<file path="config.mk">
export PLATFORM = sky130hd
export DESIGN_NAME = stepper_reversal_ramp
export DESIGN_NICKNAME = d
export VERILOG_FILES = /design/src/rtl/srr_pkg.sv /design/src/rtl/stepper_reversal_ramp.sv /design/src/rtl/srr_next.sv
export SDC_FILE = /design/constraint.sdc
export NUM_CORES = 1
export LEC_CHECK = 0
export BUFFER_PORTS_ARGS = -buffer_cell sky130_fd_sc_hd__buf_2
export CAP_MARGIN = 0
export CORE_UTILIZATION = 55
export CTS_CLUSTER_SIZE = 20
export DETAILED_ROUTE_END_ITERATION = 7
export PLACE_DENSITY = 0.73
export SKIP_LAST_GASP = 1
export SLEW_MARGIN = 25
export SYNTH_ARGS = -nofsm -noshare
export SYNTH_HDL_FRONTEND = slang
export SYNTH_HIERARCHICAL = 1
export SYNTH_SLANG_ARGS = --single-unit
</file>
<file path="constraint.sdc">
create_clock -name i_clk -period 8.95 [get_ports i_clk]
set_input_delay 1.3425 -clock i_clk [delete_from_list [all_inputs] [get_ports i_clk]]
set_output_delay 1.3425 -clock i_clk [all_outputs]
set_load 0.01 [all_outputs]
</file>
<file path="src/rtl/srr_pkg.sv">
// ----------------------------------------------------------------------------
// srr_pkg: shared types and constants for the stepper reversal ramp
// Holds the ramp phase codes, operation codes, register indexes, the state
// record and the reset values used by the datapath and the top level.
// ----------------------------------------------------------------------------
package srr_pkg;

    localparam int RATE_W = 16;
    localparam int TIME_W = 32;
    localparam int PH_W   = 2;
    localparam int OP_W   = 2;
    localparam int CFG_W  = 2;

    // Ramp phase codes
    localparam logic [PH_W-1:0] PH_STEADY = 2'd0;
    localparam logic [PH_W-1:0] PH_DECEL  = 2'd1;
    localparam logic [PH_W-1:0] PH_ACCEL  = 2'd2;

    // Operation codes
    localparam logic [OP_W-1:0] OP_TICK  = 2'd0;
    localparam logic [OP_W-1:0] OP_POWER = 2'd1;
    localparam logic [OP_W-1:0] OP_DIR   = 2'd2;

    // Register indexes
    localparam logic [CFG_W-1:0] CFG_TARGET   = 2'd0;
    localparam logic [CFG_W-1:0] CFG_STEP     = 2'd1;
    localparam logic [CFG_W-1:0] CFG_INTERVAL = 2'd2;

    // Register reset values
    localparam logic [RATE_W-1:0] TARGET_RST   = 16'd1000;
    localparam logic [RATE_W-1:0] STEP_RST     = 16'd100;
    localparam logic [RATE_W-1:0] INTERVAL_RST = 16'd10;

    // Default rate limits
    localparam logic [RATE_W-1:0] MIN_RATE_HZ_DEF = 16'd1;
    localparam logic [RATE_W-1:0] MAX_RATE_HZ_DEF = 16'd65535;

    // Drive state
    typedef struct packed {
        logic              powered;
        logic [PH_W-1:0]   phase;
        logic [RATE_W-1:0] rate;
        logic              motor_dir;
        logic              pending_dir;
        logic [TIME_W-1:0] last_ramp;
    } t_state;

    // Configuration as seen by the datapath
    typedef struct packed {
        logic [RATE_W-1:0] target;
        logic [RATE_W-1:0] step;
        logic [RATE_W-1:0] interval;
    } t_cfg;

    // One input request, unpacked
    typedef struct packed {
        logic [OP_W-1:0]   op;
        logic [TIME_W-1:0] now;
        logic              cmd;
        logic              left_rose;
        logic              right_rose;
        logic              left_det;
        logic              right_det;
    } t_item;

endpackage

</file>
<file path="src/rtl/stepper_reversal_ramp.sv">
// ----------------------------------------------------------------------------
// stepper_reversal_ramp: end-stop shuttle drive with reversal ramp
// Top level: configuration registers, drive state, next-state logic and a
// two-entry result queue on the output stream.
// ----------------------------------------------------------------------------
// Each request accepted is applied to the drive state, unless a configuration
// write is taken in the same cycle; its result (rate, direction, enable, ramp
// phase) is registered into the result queue, offered after earlier results.
// One request per clock is sustained while the output takes results; the
// next-state logic is combinational (one 32-bit elapsed-time compare and one
// 17-bit rate add or 16-bit subtract). A two-entry result queue stalls the
// input only when both entries are full. Configuration writes are taken at
// any time and should be made while the stream is idle.
module stepper_reversal_ramp #(
    parameter logic [srr_pkg::RATE_W-1:0] MIN_RATE_HZ = srr_pkg::MIN_RATE_HZ_DEF,
    parameter logic [srr_pkg::RATE_W-1:0] MAX_RATE_HZ = srr_pkg::MAX_RATE_HZ_DEF
) (
    input  logic                        i_clk,
    input  logic                        i_rst_n,
    // Input stream
    input  logic                        i_s_tvalid,
    output logic                        o_s_tready,
    // tdata: now_ms[31:0], command_value[32], left_rose[33], right_rose[34],
    //        left_detected[35], right_detected[36], zero[39:37]
    input  logic [39:0]                 i_s_tdata,
    // tuser: operation[1:0]
    input  logic [srr_pkg::OP_W-1:0]    i_s_tuser,
    // Output stream
    output logic                        o_m_tvalid,
    input  logic                        i_m_tready,
    // tdata: speed_hz[15:0], direction_forward[16], driver_enable[17],
    //        ramp_phase[19:18], zero[23:20]
    output logic [23:0]                 o_m_tdata,
    // Configuration write
    input  logic                        i_cfg_valid,
    output logic                        o_cfg_ready,
    input  logic [srr_pkg::CFG_W-1:0]   i_cfg_index,
    input  logic [srr_pkg::RATE_W-1:0]  i_cfg_data
);
    import srr_pkg::*;

    localparam int RES_W = RATE_W + 2 + PH_W;

    function automatic logic [RATE_W-1:0] clamp_rate(logic [RATE_W-1:0] v);
        logic [RATE_W-1:0] r;
        r = v;
        if (r < MIN_RATE_HZ) r = MIN_RATE_HZ;
        if (r > MAX_RATE_HZ) r = MAX_RATE_HZ;
        return r;
    endfunction

    t_cfg              r_cfg;
    t_state            r_state;
    t_state            n_state;
    t_item             w_item;
    logic [RATE_W-1:0] w_target;
    logic              w_in_acc;
    logic              w_out_acc;
    logic              w_cfg_acc;
    logic [RES_W-1:0]  w_res;
    logic [RES_W-1:0]  r_q0;
    logic [RES_W-1:0]  r_q1;
    logic [1:0]        r_cnt;

    assign o_cfg_ready = 1'b1;
    assign w_cfg_acc   = i_cfg_valid;
    assign o_s_tready  = (r_cnt != 2'd2);
    assign w_in_acc    = i_s_tvalid && o_s_tready;
    assign o_m_tvalid  = (r_cnt != 2'd0);
    assign w_out_acc   = o_m_tvalid && i_m_tready;
    assign w_target    = clamp_rate(i_cfg_data);

    // Unpack the request
    always_comb begin
        w_item.op         = i_s_tuser;
        w_item.now        = i_s_tdata[31:0];
        w_item.cmd        = i_s_tdata[32];
        w_item.left_rose  = i_s_tdata[33];
        w_item.right_rose = i_s_tdata[34];
        w_item.left_det   = i_s_tdata[35];
        w_item.right_det  = i_s_tdata[36];
    end

    srr_next u_next (
        .i_state (r_state),
        .i_cfg   (r_cfg),
        .i_item  (w_item),
        .o_state (n_state)
    );

    // Result of the accepted request
    assign w_res = {n_state.phase, n_state.powered, n_state.motor_dir, n_state.rate};

    // Hold configuration and drive state
    always_ff @(posedge i_clk) begin
        if (!i_rst_n) begin
            r_cfg.target      <= clamp_rate(TARGET_RST);
            r_cfg.step        <= STEP_RST;
            r_cfg.interval    <= INTERVAL_RST;
            r_state.powered   <= 1'b0;
            r_state.phase     <= PH_STEADY;
            r_state.rate      <= '0;
            r_state.motor_dir <= 1'b1;
            r_state.pending_dir <= 1'b0;
            r_state.last_ramp <= '0;
        end else if (w_cfg_acc) begin
            case (i_cfg_index)
                CFG_TARGET: begin
                    r_cfg.target <= w_target;
                    if (r_state.powered && r_state.phase == PH_STEADY) begin
                        r_state.rate <= w_target;
                    end
                end
                CFG_STEP:     r_cfg.step     <= i_cfg_data;
                CFG_INTERVAL: r_cfg.interval <= i_cfg_data;
                default: begin
                end
            endcase
        end else if (w_in_acc) begin
            r_state <= n_state;
        end
    end

    // Advance the result queue
    always_ff @(posedge i_clk) begin
        if (!i_rst_n) begin
            r_cnt <= 2'd0;
        end else begin
            case ({w_in_acc, w_out_acc})
                2'b10: r_cnt <= r_cnt + 2'd1;
                2'b01: r_cnt <= r_cnt - 2'd1;
                default: begin
                end
            endcase
        end
    end

    always_ff @(posedge i_clk) begin
        case ({w_in_acc, w_out_acc})
            2'b10: begin
                if (r_cnt == 2'd0) r_q0 <= w_res;
                else               r_q1 <= w_res;
            end
            2'b01: r_q0 <= r_q1;
            2'b11: begin
                if (r_cnt == 2'd1) begin
                    r_q0 <= w_res;
                end else begin
                    r_q0 <= r_q1;
                    r_q1 <= w_res;
                end
            end
            default: begin
            end
        endcase
    end

    assign o_m_tdata = {{(24-RES_W){1'b0}}, r_q0};

endmodule

</file>
<file path="src/rtl/srr_next.sv">
// ----------------------------------------------------------------------------
// srr_next: next-state logic of the stepper reversal ramp
// Applies one request (tick, power command or direction request) to the
// present drive state and returns the state after it.
// ----------------------------------------------------------------------------
module srr_next (
    input  srr_pkg::t_state i_state,
    input  srr_pkg::t_cfg   i_cfg,
    input  srr_pkg::t_item  i_item,
    output srr_pkg::t_state o_state
);
    import srr_pkg::*;

    // Take a direction request: flip at once when stopped, else start ramp-down
    function automatic t_state ask_dir(t_state s, logic dir, logic [TIME_W-1:0] now);
        t_state r;
        r = s;
        if (dir != s.motor_dir && !(s.phase != PH_STEADY && dir == s.pending_dir)) begin
            r.pending_dir = dir;
            if (!s.powered || s.rate == '0) begin
                r.motor_dir = dir;
                r.phase     = PH_STEADY;
            end else begin
                r.phase     = PH_DECEL;
                r.last_ramp = now;
            end
        end
        return r;
    endfunction

    // Make one ramp step when the interval has gone by
    function automatic t_state ramp(t_state s, t_cfg c, logic [TIME_W-1:0] now);
        t_state            r;
        logic [RATE_W-1:0] step;
        logic [TIME_W-1:0] elapsed;
        logic [RATE_W:0]   sum;
        r       = s;
        step    = (c.step == '0) ? RATE_W'(1) : c.step;
        elapsed = now - s.last_ramp;
        sum     = {1'b0, s.rate} + {1'b0, step};
        if (s.phase != PH_STEADY && elapsed >= {{(TIME_W-RATE_W){1'b0}}, c.interval}) begin
            r.last_ramp = now;
            if (s.phase == PH_DECEL) begin
                if (s.rate <= step) begin
                    r.motor_dir = s.pending_dir;
                    r.rate      = (c.target < step) ? c.target : step;
                    r.phase     = (r.rate >= c.target) ? PH_STEADY : PH_ACCEL;
                end else begin
                    r.rate = s.rate - step;
                end
            end else begin
                if (sum >= {1'b0, c.target}) begin
                    r.rate  = c.target;
                    r.phase = PH_STEADY;
                end else begin
                    r.rate = sum[RATE_W-1:0];
                end
            end
        end
        return r;
    endfunction

    // Dispatch on the operation
    always_comb begin
        t_state s;
        s = i_state;
        case (i_item.op)
            OP_TICK: begin
                if (s.powered) begin
                    if (i_item.left_rose || i_item.right_rose) begin
                        s = ask_dir(s, !i_item.left_rose, i_item.now);
                    end
                    s = ramp(s, i_cfg, i_item.now);
                end
            end
            OP_POWER: begin
                if (i_item.cmd != s.powered) begin
                    if (i_item.cmd) begin
                        s.powered = 1'b1;
                        if (i_item.left_det || i_item.right_det) begin
                            s = ask_dir(s, !i_item.left_det, i_item.now);
                        end
                        s.rate = i_cfg.target;
                    end else begin
                        s.powered = 1'b0;
                        s.phase   = PH_STEADY;
                        s.rate    = '0;
                    end
                end
            end
            OP_DIR: begin
                s = ask_dir(s, i_item.cmd, i_item.now);
            end
            default: begin
            end
        endcase
        o_state = s;
    end

endmodule

</file>
==> results of run 1 <==
[critical path, delay by kind of cell, from the launching register on]
kind,cells,cell delay [ns]
buffers and inverters,2,0.25
AO/OA/AOI/OAI,10,2.99
flip-flops,1,0.39
AND/OR/NAND/NOR,10,2.94
adder cells (fa/ha/maj),3,0.92
[metrics by stage]
step	hold WS [ns]	power [mW]	worst slack, ns
floorplan	0.4351	1.487	2.005
global placement	0.4567	1.717	1.202
detailed placement	0.4598	1.745	1.011
CTS	0.4711	2.470	1.428
global route	0.4917	2.624	0.7664
finish	0.4683	2.487	1.189
[synth_stat cells, types with 7 or more instances]
cell type	count
nand2_1	284
o21ai_0	162
ha_1	135
a21oi_1	123
inv_1	121
dfxtp_1	103
clkbuf_1	96
a21boi_0	76
nor2_1	68
mux2i_1	62
edfxtp_1	40
nor3b_1	36
xnor2_1	36
a311oi_1	33
nand3_1	33
o221ai_1	32
buf_2	31
a21o_1	26
nor3_1	26
o211ai_1	26
a22o_1	21
nor2b_1	20
a32oi_1	16
nand2b_1	16
a211oi_1	15
xor2_1	15
nand4_1	14
and3_1	13
a21boi_1	12
a31oi_1	12
or2_2	12
nor4_1	11
o21bai_1	10
buf_4	9
o21a_1	9
o31ai_1	7
o32ai_1	7
or3_1	7
[worst max path at each step]
stage                  start       to  slack [ns]
3_5_place_dp   i_s_tdata[34]  r_q0[3]        1.01
4_1_cts        i_s_tdata[34]  r_q0[3]        1.43
3_3_place_gp   i_s_tdata[34]  r_q0[6]        1.20
2_1_floorplan  i_s_tdata[34]  r_q0[0]        2.00
5_1_grt        i_s_tdata[34]  r_q0[3]        0.77
6_report         r_state[39]  r_q0[3]        1.19
[flip-flops by register name (all words and copies together), names as in the netlist]
register and count:
r_q0 20, r_q1 20, r_cnt 2, r_cfg 48, r_state 53
[kinds of logic (layout without fill, tap and decap cells)]
group | after synthesis | in the layout | synth area share [%]
buffers and inverters | 268 | 258 | 7.728
other | 2 | 5 | 0.05235
AO/OA/AOI/OAI | 649 | 649 | 30.55
multiplexers | 64 | 64 | 4.483
XOR/XNOR | 51 | 51 | 3.114
adder cells (fa/ha/maj) | 138 | 138 | 12.19
flip-flops | 143 | 143 | 22.75
AND/OR/NAND/NOR | 571 | 571 | 19.14
[layout make-up]
class	instances	area, µm²	area share (%)
clock buffer	18	429.2	2.799
clock inverter	14	147.6	0.9629
inverter	122	457.9	2.987
multi-input combinational	1478	10050	65.54
sequential	143	3263	21.28
tap	330	412.9	2.693
timing repair buffer	104	573.1	3.737
[power by group]
group | internal, mW | total (mW) | switching (mW)
combinational | 0.337 | 0.910 | 0.573
clock | 0.394 | 0.729 | 0.335
sequential | 0.800 | 0.847 | 0.0474
[metal layers]
metal | up-vias | GRT usage [%]
met4 | 0 | 9.217
li1 | 6834 | -
met3 | 78 | 8.151
met2 | 681 | 49.83
met5 | - | 0
met1 | 6756 | 46.18
==> qor.csv, run 1 <==
stage,metric,value,unit
run_status,outcome,"finished, final reports clean",
sta,slew_headroom,32.12,%
sta,rsz0062_at_grt,false,
floorplanning,dieArea,26730,µm²
route,wl_met1,19.60,mm
route,wl_met2,19.09,mm
sta,skew,0.01461,ns
global_route,antenna_found_initial,0,
worst_setup_path,crit_fanout,14,
sta,slew_violations,0,
place,place_hpwl,31.00,mm
clock_tree,insertion_delay,0.44,ns
flow_run,drv_cap,0,
sta,timing_hold_violations_final,0,
worst_setup_path,arrival,7.94,ns
worst_setup_path,critPathSlowestCell,nand4_1,
clock_tree,cts_setup_buffers,0,
route,ant_nets,0,
worst_setup_path,cp-end-kind,register,
cells_and_area,final_cells,2209,
floorplanning,core,25400,µm²
clock_tree,clock-sinks,143,
worst_setup_path,reg2reg_depth,25,
sta,worst-slew-pin-transition,1.017,ns
sta,fin_setup_tns,0,ns
cells_and_area,drive_gt1_share,9.792,%
sta,fin_crit,7.761,ns
yosys,synth_area,14350,µm²
power,powerDensity,162.2,nW/µm²
place,port_buffers,83,
place,gp_congestion,0.9409,
floorplanning,die_x,163.5,µm
floorplanning,rows,58,
cells_and_area,finalCoreUtilization,60.37,%
worst_setup_path,worstPathRequired,9.13,ns
power,peakVddDrop,0.2037,mV
hold_path,whs_path_depth,2,
clock_tree,cts-resized-gates,0,
cells_and_area,fin_area,15330,µm²
worst_setup_path,startpoint_type,register,
route,drt_iter0_drc,1777,
global_route,grtUsageTotal,32.98,%
clock_tree,root_buffer,clkbuf_16,
sta,setup_viol,0,
floorplanning,die_h,163.5,µm
floorplanning,ios,92,
cells_and_area,layout_common_cells,"nand2_1 (283), o21ai_0 (161), ha_1 (135)",
yosys,synth_top_area_share,14.37,%
sta,max_freq,0.1288,GHz
route,routed_wl,43.86,mm
clock_tree,cts-htree-levels,4,
hold_path,hold_path.class,reg2reg,
yosys,synth-seq-cells,143,
sta,fin_crit_sh,86.72,%
cells_and_area,fin_nets,2069,
yosys,ys_types,81,
route,top_layer,met4,
worst_setup_path,critical_path_class,reg2reg,
hold_path,hold_path.startpoint,r_cfg[11],
yosys,syn-instance-count,1886,
route,avgRoutedWirePerCell,19.85,µm
global_route,grt_max_degree,106,
clock_tree,holdBufCountCts,0,
floorplanning,floorplan.initialDensity,56.48,%
place,dp.cells,2177,
yosys,synth_area_leader_cell,dfxtp_1,
cells_and_area,syn_to_final_growth,6.891,%
global_route,grt_first_pass_wirelength,69.61,mm
clock_tree,path_clk_slew,0.07,ns
worst_setup_path,r2r-start,r_state[39],
worst_setup_path,slowest_delay,0.58,ns
yosys,synth_edf_count,40,
route,routed_via_density,6.496,
cells_and_area,fill_cells,2260,
route,firstDrtPassIters,5,
cells_and_area,diodes,0,
clock_tree,clockBufferDepth,2,
yosys,postSynthAreaPerCell,7.606,µm²
cells_and_area,final_common_cell,nand2_1,
global_route,overflow,0,
route,vias,14350,
hold_path,holdPathEnd,r_cfg[11],
place,place_area,14750,µm²
yosys,ys_warn_count,6,
power,p_leak,5.813,nW
route,met3_length,4.349,mm
yosys,async_flop_share,0,%
clock_tree,cts_buffers,17,
route,drc,0,
yosys,ys.flop_type,dfxtp_1,
yosys,seq_area_frac_synth,22.75,%
yosys,synth_area_leaders,"dfxtp_1 (14%), ha_1 (12%), edfxtp_1 (8.4%), nand2_1 (7.4%), o21ai_0 (5.7%)",
worst_setup_path,worst-r2r-setup-slack,1.19,ns
worst_setup_path,reg2reg_to,r_q0[3],
global_route,grt_pass1_vias,12900,
clock_tree,cts_tree,done,
Power figures use the tool's default switching activity.
==> run 2, diff against run 1 <==
--- a/config.mk
+++ b/config.mk
@@ -7,10 +7,10 @@
 export LEC_CHECK = 0
 export BUFFER_PORTS_ARGS = -buffer_cell sky130_fd_sc_hd__buf_2
 export CAP_MARGIN = 0
-export CORE_UTILIZATION = 55
+export CORE_UTILIZATION = 41
 export CTS_CLUSTER_SIZE = 20
 export DETAILED_ROUTE_END_ITERATION = 7
-export PLACE_DENSITY = 0.73
+export REMOVE_ABC_BUFFERS = 1
 export SKIP_LAST_GASP = 1
 export SLEW_MARGIN = 25
 export SYNTH_ARGS = -nofsm -noshare
==> run 2 against run 1 <==
Net effect:
- non-clock buffer count is 1 higher
- worst hold slack worse by 0.0016 ns
- via count is 1.0% lower
- combinational power is 2.2% higher
- clock-buffer cell count is 2 higher
- flip-flop and latch count stayed put
- final area is 1.3% higher
- critical path depth stayed put
- sequential share of layout area is 0.28 points lower
- first-iteration DRC count is 44% lower
- utilization is 15 points lower
- cell count is 5.7% higher
- largest power group unchanged
- highest routed layer is now met5
==> qor.csv, run 2 (same netlist as run 1, synthesis figures left out) <==
stage,metric,value,unit,change
run_status,outcome,"finished, final reports clean",,
clock_tree,holdBufCountCts,0,,unchanged
power,p_leak,5.851,nW,+0.66%
cells_and_area,top_regs,"r_state (53), r_cfg (48)",,
power,p_clk_share,30.1,%,+0.8 points
sta,fin_crit,7.771,ns,+0.009570 ns
cells_and_area,final_common_cell,nand2_1,,
place,place_area,14910,µm²,+1.1%
clock_tree,cts_buffers,17,,unchanged
power,switchingPower,0.9772,mW,+2.2%
worst_setup_path,cp-end-kind,register,,
power,p_seq_share,33.4,%,-0.7 points
worst_setup_path,crit_family,simple AND/OR/NAND/NOR gates,,
route,avgRoutedWirePerCell,19.40,µm,-2.3%
place,gp_congestion,0.9391,,-0.19%
global_route,grtUsageTotal,24.97,%,-8.0 points
cells_and_area,largest-register,r_state,,
sta,max_freq,0.1287,GHz,-0.12%
sta,rsz0062_at_grt,false,,
power,power_frac_comb,36.4,%,-0.2 points
power,powerDensity,164.2,nW/µm²,+1.3%
route,routed_wl,45.31,mm,+3.3%
cells_and_area,drive_gt1_share,9.894,%,+0.10 points
power,p_int,1.574,mW,+2.9%
power,peakVddDrop,0.1569,mV,-23%
cells_and_area,diodes,0,,unchanged
worst_setup_path,worstPathRequired,9.14,ns,about the same
floorplanning,die_h,189.1,µm,+16%
floorplanning,floorplan.initialDensity,41.63,%,-15 points
route,ant_nets,0,,unchanged
sta,fin_crit_sh,86.83,%,+0.11 points
clock_tree,path_clk_slew,0.07,ns,about the same
floorplanning,core,34460,µm²,+36%
clock_tree,cts_tree,done,,
worst_setup_path,crit_fanout,12,,-2
floorplanning,rows,68,,+17%
sta,fin_setup_tns,0,ns,unchanged
worst_setup_path,path_buf_inv,2,,unchanged
floorplanning,dieArea,35740,µm²,+34%
sta,whs,0.4667,ns,-0.001594 ns
hold_path,hold_path.class,reg2reg,,
global_route,antenna_found_initial,1,,+1
clock_tree,cts-resized-gates,0,,unchanged
floorplanning,ios,92,,unchanged
route,routed_via_density,6.081,,-6.4%
clock_tree,root_buffer,clkbuf_16,,
route,vias,14200,,-1.0%
worst_setup_path,arrival,7.96,ns,+0.02 ns
global_route,grt_first_pass_wirelength,71.40,mm,+2.6%
route,drt_iter0_drc,991,,-44%
power,swShare,38.30,%,-0.15 points
sta,setup_viol,0,,unchanged
worst_setup_path,slowest_delay,0.57,ns,about the same
place,place_hpwl,32.42,mm,+4.6%
sta,slew_headroom,32.68,%,+0.56 points
flow_run,drv_cap,0,,unchanged
global_route,overflow,0,,unchanged
global_route,grt_max_degree,106,,unchanged
clock_tree,insertion_delay,0.44,ns,about the same
cells_and_area,fin_area,15540,µm²,+1.3%
worst_setup_path,startpoint_type,register,,
clock_tree,clock-sinks,143,,unchanged
cells_and_area,syn_to_final_growth,8.321,%,
place,port_buffers,83,,unchanged
floorplanning,die_x,189.1,µm,+16%
route,drc,0,,unchanged
clock_tree,clockBufferDepth,2,,unchanged
sta,skew,0.01205,ns,-0.002565 ns
cells_and_area,layout_common_cells,"nand2_1 (284), o21ai_0 (161), ha_1 (135)",,
sta,timing_hold_violations_final,0,,unchanged
worst_setup_path,critPathSlowestCell,nor4_1,,
cells_and_area,largest_register_ffs,53,,unchanged
cells_and_area,fin_nets,2070,,+0.048%
clock_tree,cts-htree-levels,4,,unchanged
global_route,grt_pass1_vias,13190,,+2.3%
clock_tree,cts_setup_buffers,0,,unchanged
sta,slew_violations,0,,unchanged
route,firstDrtPassIters,6,,+1
sta,worst-slew-pin-transition,1.008,ns,-0.008344 ns
worst_setup_path,critical_path_class,reg2reg,,
-- run 2: area by class of cell --
class / instances / area, µm²
sequential: 143 / 3263
clock inverter: 12 / 131.4
tap: 455 / 569.3
clock buffer: 20 / 489.2
fill: 3440 / 18920
inverter: 122 / 457.9
timing repair buffer: 105 / 584.3
multi-input combinational: 1478 / 10040
-- run 2: tightest hold or removal path, stage by stage (launching register included) --
cell,delay [ns]
dfxtp_1,0.31
nand2_1,0.05
nand3_1,0.06
-- run 2: worst paths after layout --
path	cells after the start	endpoint	start	slack, ns
max	25	r_q0[8]	r_state[39]	1.18
min	2	r_cfg[3]	r_cfg[3]	0.47
max reg2reg	25	r_q0[8]	r_state[39]	1.18
min reg2reg	2	r_cfg[3]	r_cfg[3]	0.47
-- run 2: metal layers --
metal | vias to the layer above | track usage (%) | wire length [µm]
met5 | - | 0 | 11
met4 | 2 | 6.886 | 760
met3 | 57 | 4.189 | 3066
met2 | 517 | 40.23 | 20640
met1 | 6782 | 34.22 | 20830
li1 | 6842 | - | -
-- run 2: stage by stage --
stage | worst slack (ns) | instances | total power [mW] | utilization, %
after floorplan | -0.1792 | 1743 | 1.453 | -
after global placement | 1.280 | 2303 | 1.770 | 43.26
after detailed placement | 1.314 | 2303 | 1.785 | 43.28
after CTS | 1.387 | 2335 | 2.557 | 45.08
after global routing | 0.7597 | 2335 | 2.691 | 45.09
final | 1.179 | 2335 | 2.552 | 45.09
-- run 2: power groups by stage --
stage	logic (mW)	clock network [mW]	registers, mW
after global routing	1.03	0.803	0.863
final	0.930	0.769	0.853
after floorplan	0.573	0	0.880
after CTS	0.923	0.780	0.853
after global placement	0.905	0	0.865
after detailed placement	0.919	0	0.866
==> run 3, diff against run 2 <==
--- a/config.mk
+++ b/config.mk
@@ -5,11 +5,11 @@
 export SDC_FILE = /design/constraint.sdc
 export NUM_CORES = 1
 export LEC_CHECK = 0
-export BUFFER_PORTS_ARGS = -buffer_cell sky130_fd_sc_hd__buf_2
 export CAP_MARGIN = 0
 export CORE_UTILIZATION = 41
 export CTS_CLUSTER_SIZE = 20
 export DETAILED_ROUTE_END_ITERATION = 7
+export DONT_BUFFER_PORTS = 1
 export REMOVE_ABC_BUFFERS = 1
 export SKIP_LAST_GASP = 1
 export SLEW_MARGIN = 25
==> run 3 against run 2 <==
Net effect:
- combinational power fell by 13%
- non-clock buffer count is 85 lower
- routed wire length shrank 0.46%
- register-to-register slack better by 0.08 ns
- critical path type unchanged
- highest routed layer is now met4
==> qor.csv, run 3 (same netlist as run 1, synthesis figures left out) <==
stage,metric,value,unit,change
clock_tree,insertion_delay,0.44,ns,about the same
power,peakVddDrop,0.2497,mV,+59%
route,met3_length,3.481,mm,+14%
route,routed_via_density,6.146,,+1.1%
cells_and_area,syn_to_final_growth,4.902,%,
place,place_area,14480,µm²,-2.9%
cells_and_area,finalCoreUtilization,43.67,%,-1.4 points
floorplanning,dieArea,35740,µm²,unchanged
power,p_leak,5.481,nW,-6.3%
power,switchingPower,0.9285,mW,-5.0%
clock_tree,cts-resized-gates,0,,unchanged
route,vias,13830,,-2.6%
route,wl_met1,20.76,mm,-0.34%
cells_and_area,drive_gt1_share,5.571,%,-4.3 points
clock_tree,cts_tree,done,,
cells_and_area,fin_area,15050,µm²,-3.2%
cells_and_area,register_area,3263,µm²,unchanged
sta,fin_crit_sh,85.92,%,-0.90 points
route,wl_met2,19.84,mm,-3.9%
power,p_int,1.480,mW,-6.0%
worst_setup_path,worstPathRequired,9.14,ns,about the same
route,top_layer,met4,,
clock_tree,cts_buffers,17,,unchanged
hold_path,hold_path.class,reg2reg,,
power,swShare,38.56,%,+0.26 points
place,gp_congestion,0.9478,,+0.93%
place,port_buffers,0,,-100%
floorplanning,die_h,189.1,µm,unchanged
power,p_clk_share,29.6,%,-0.5 points
worst_setup_path,cp-end-kind,register,,
global_route,grtUsageTotal,24.88,%,-0.084 points
route,avgRoutedWirePerCell,20.04,µm,+3.3%
cells_and_area,diodes,0,,unchanged
route,drc,0,,unchanged
clock_tree,clock-sinks,143,,unchanged
sta,skew,0.01287,ns,+0.0008203 ns
place,dp.cells,2218,,-3.7%
cells_and_area,largest-register,r_state,,
sta,rsz0062_at_grt,false,,
cells_and_area,largest_register_ffs,53,,unchanged
cells_and_area,fin_nets,1985,,-4.1%
cells_and_area,layout_common_cells,"nand2_1 (284), o21ai_0 (161), ha_1 (135)",,
sta,fin_crit,7.690,ns,-0.08059 ns
route,firstDrtPassIters,7,,+1
route,ant_nets,0,,unchanged
cells_and_area,final_cells,2250,,-3.6%
floorplanning,rows,68,,unchanged
sta,slew_headroom,33.56,%,+0.88 points
clock_tree,cts-htree-levels,4,,unchanged
worst_setup_path,startpoint_type,register,,
power,p_seq_share,36.7,%,+3.3 points
power,powerDensity,160.0,nW/µm²,-2.5%
clock_tree,clockBufferDepth,2,,unchanged
sta,setup_viol,0,,unchanged
global_route,antenna_found_initial,0,,-1
floorplanning,ios,92,,unchanged
worst_setup_path,arrival,7.88,ns,-0.08 ns
route,drt_iter0_drc,1452,,+47%
sta,worst-slew-pin-transition,0.9966,ns,-0.01175 ns
cells_and_area,multi_input_area,10040,µm²,unchanged
floorplanning,core,34460,µm²,unchanged
floorplanning,die_x,189.1,µm,unchanged
sta,max_freq,0.1300,GHz,+1.0%
floorplanning,floorplan.initialDensity,41.63,%,unchanged
global_route,grt_max_degree,106,,unchanged
cells_and_area,final_common_cell,nand2_1,,
clock_tree,cts_setup_buffers,0,,unchanged
flow_run,drv_cap,0,,unchanged
worst_setup_path,critical_path_class,reg2reg,,
clock_tree,root_buffer,clkbuf_16,,
power,power_frac_comb,33.7,%,-2.7 points
sta,timing_hold_violations_final,0,,unchanged
route,routed_wl,45.10,mm,-0.46%
clock_tree,path_clk_slew,0.07,ns,about the same
place,dp_slack,1.333,ns,+0.01816 ns
cells_and_area,top_regs,"r_state (53), r_cfg (48)",,
cells_and_area,fill_cells,3548,,+3.1%
place,place_hpwl,32.27,mm,-0.48%
global_route,overflow,0,,unchanged
global_route,grt_first_pass_wirelength,70.92,mm,-0.68%
global_route,grt_pass1_vias,12750,,-3.4%
run_status,outcome,"finished, final reports clean",,
sta,fin_ws,1.260,ns,+0.08059 ns
worst_setup_path,crit_fanout,12,,unchanged
sta,slew_violations,0,,unchanged
clock_tree,holdBufCountCts,0,,unchanged
run 3: final cells by class:
cell class / count / area share, %
Inverter: 122 / 3.043
Sequential cell: 143 / 21.68
Multi-Input combinational cell: 1478 / 66.74
Timing Repair Buffer: 20 / 0.9978
Clock inverter: 14 / 0.7566
Tap cell: 455 / 3.783
Clock buffer: 18 / 2.993
run 3: through the flow:
step                power [mW]  TNS [ns]  hold WS, ns
floorplan                1.453    -5.709       0.4385
global placement         1.683         0       0.4561
detailed placement       1.695         0       0.4595
CTS                      2.411         0       0.4683
global route             2.532         0       0.4873
finish                   2.408         0       0.4657
run 3: critical path: stages, from the launching register on:
cell,delay (ns)
dfxtp_1,0.39
nor4_1,0.61
nand4_1,0.58
nand2_1,0.41
nor2_4,0.12
o21ai_0,0.18
ha_1,0.19
inv_1,0.05
fa_1,0.43
a211oi_2,0.26
o211ai_1,0.21
and3_1,0.23
o21ai_0,0.13
nor3b_1,0.23
nor2_1,0.08
ha_1,0.29
nor2b_1,0.13
a2111oi_0,0.45
o311ai_0,0.33
nor4_2,0.24
nand4_2,0.29
o21ai_2,0.50
a21o_1,0.51
a21oi_1,0.31
a22o_1,0.27
run 3: power groups by stage:
stage	Clock (mW)	Combinational, mW	Sequential, mW
after floorplan	0	0.573	0.880
after global placement	0	0.784	0.898
after detailed placement	0	0.797	0.898
after CTS	0.725	0.801	0.885
after global routing	0.744	0.891	0.897
final	0.714	0.811	0.884
run 3: worst paths after layout:
| path | start | endpoint | slack [ns] | cells after the start |
|---|---|---|---|---|
| setup reg to reg | r_state[39] | r_q0[8] | 1.26 | 24 |
| hold / removal | r_cfg[6] | r_cfg[6] | 0.47 | 2 |
| setup / recovery | r_state[39] | r_q0[8] | 1.26 | 24 |
| hold reg to reg | r_cfg[6] | r_cfg[6] | 0.47 | 2 |
run 3: metal layers:
layer / up-vias / track usage [%]
met1: 6597 / 34.79
met4: 0 / 7.940
met3: 72 / 4.356
met2: 507 / 38.62
met5: - / 0
li1: 6653 / -
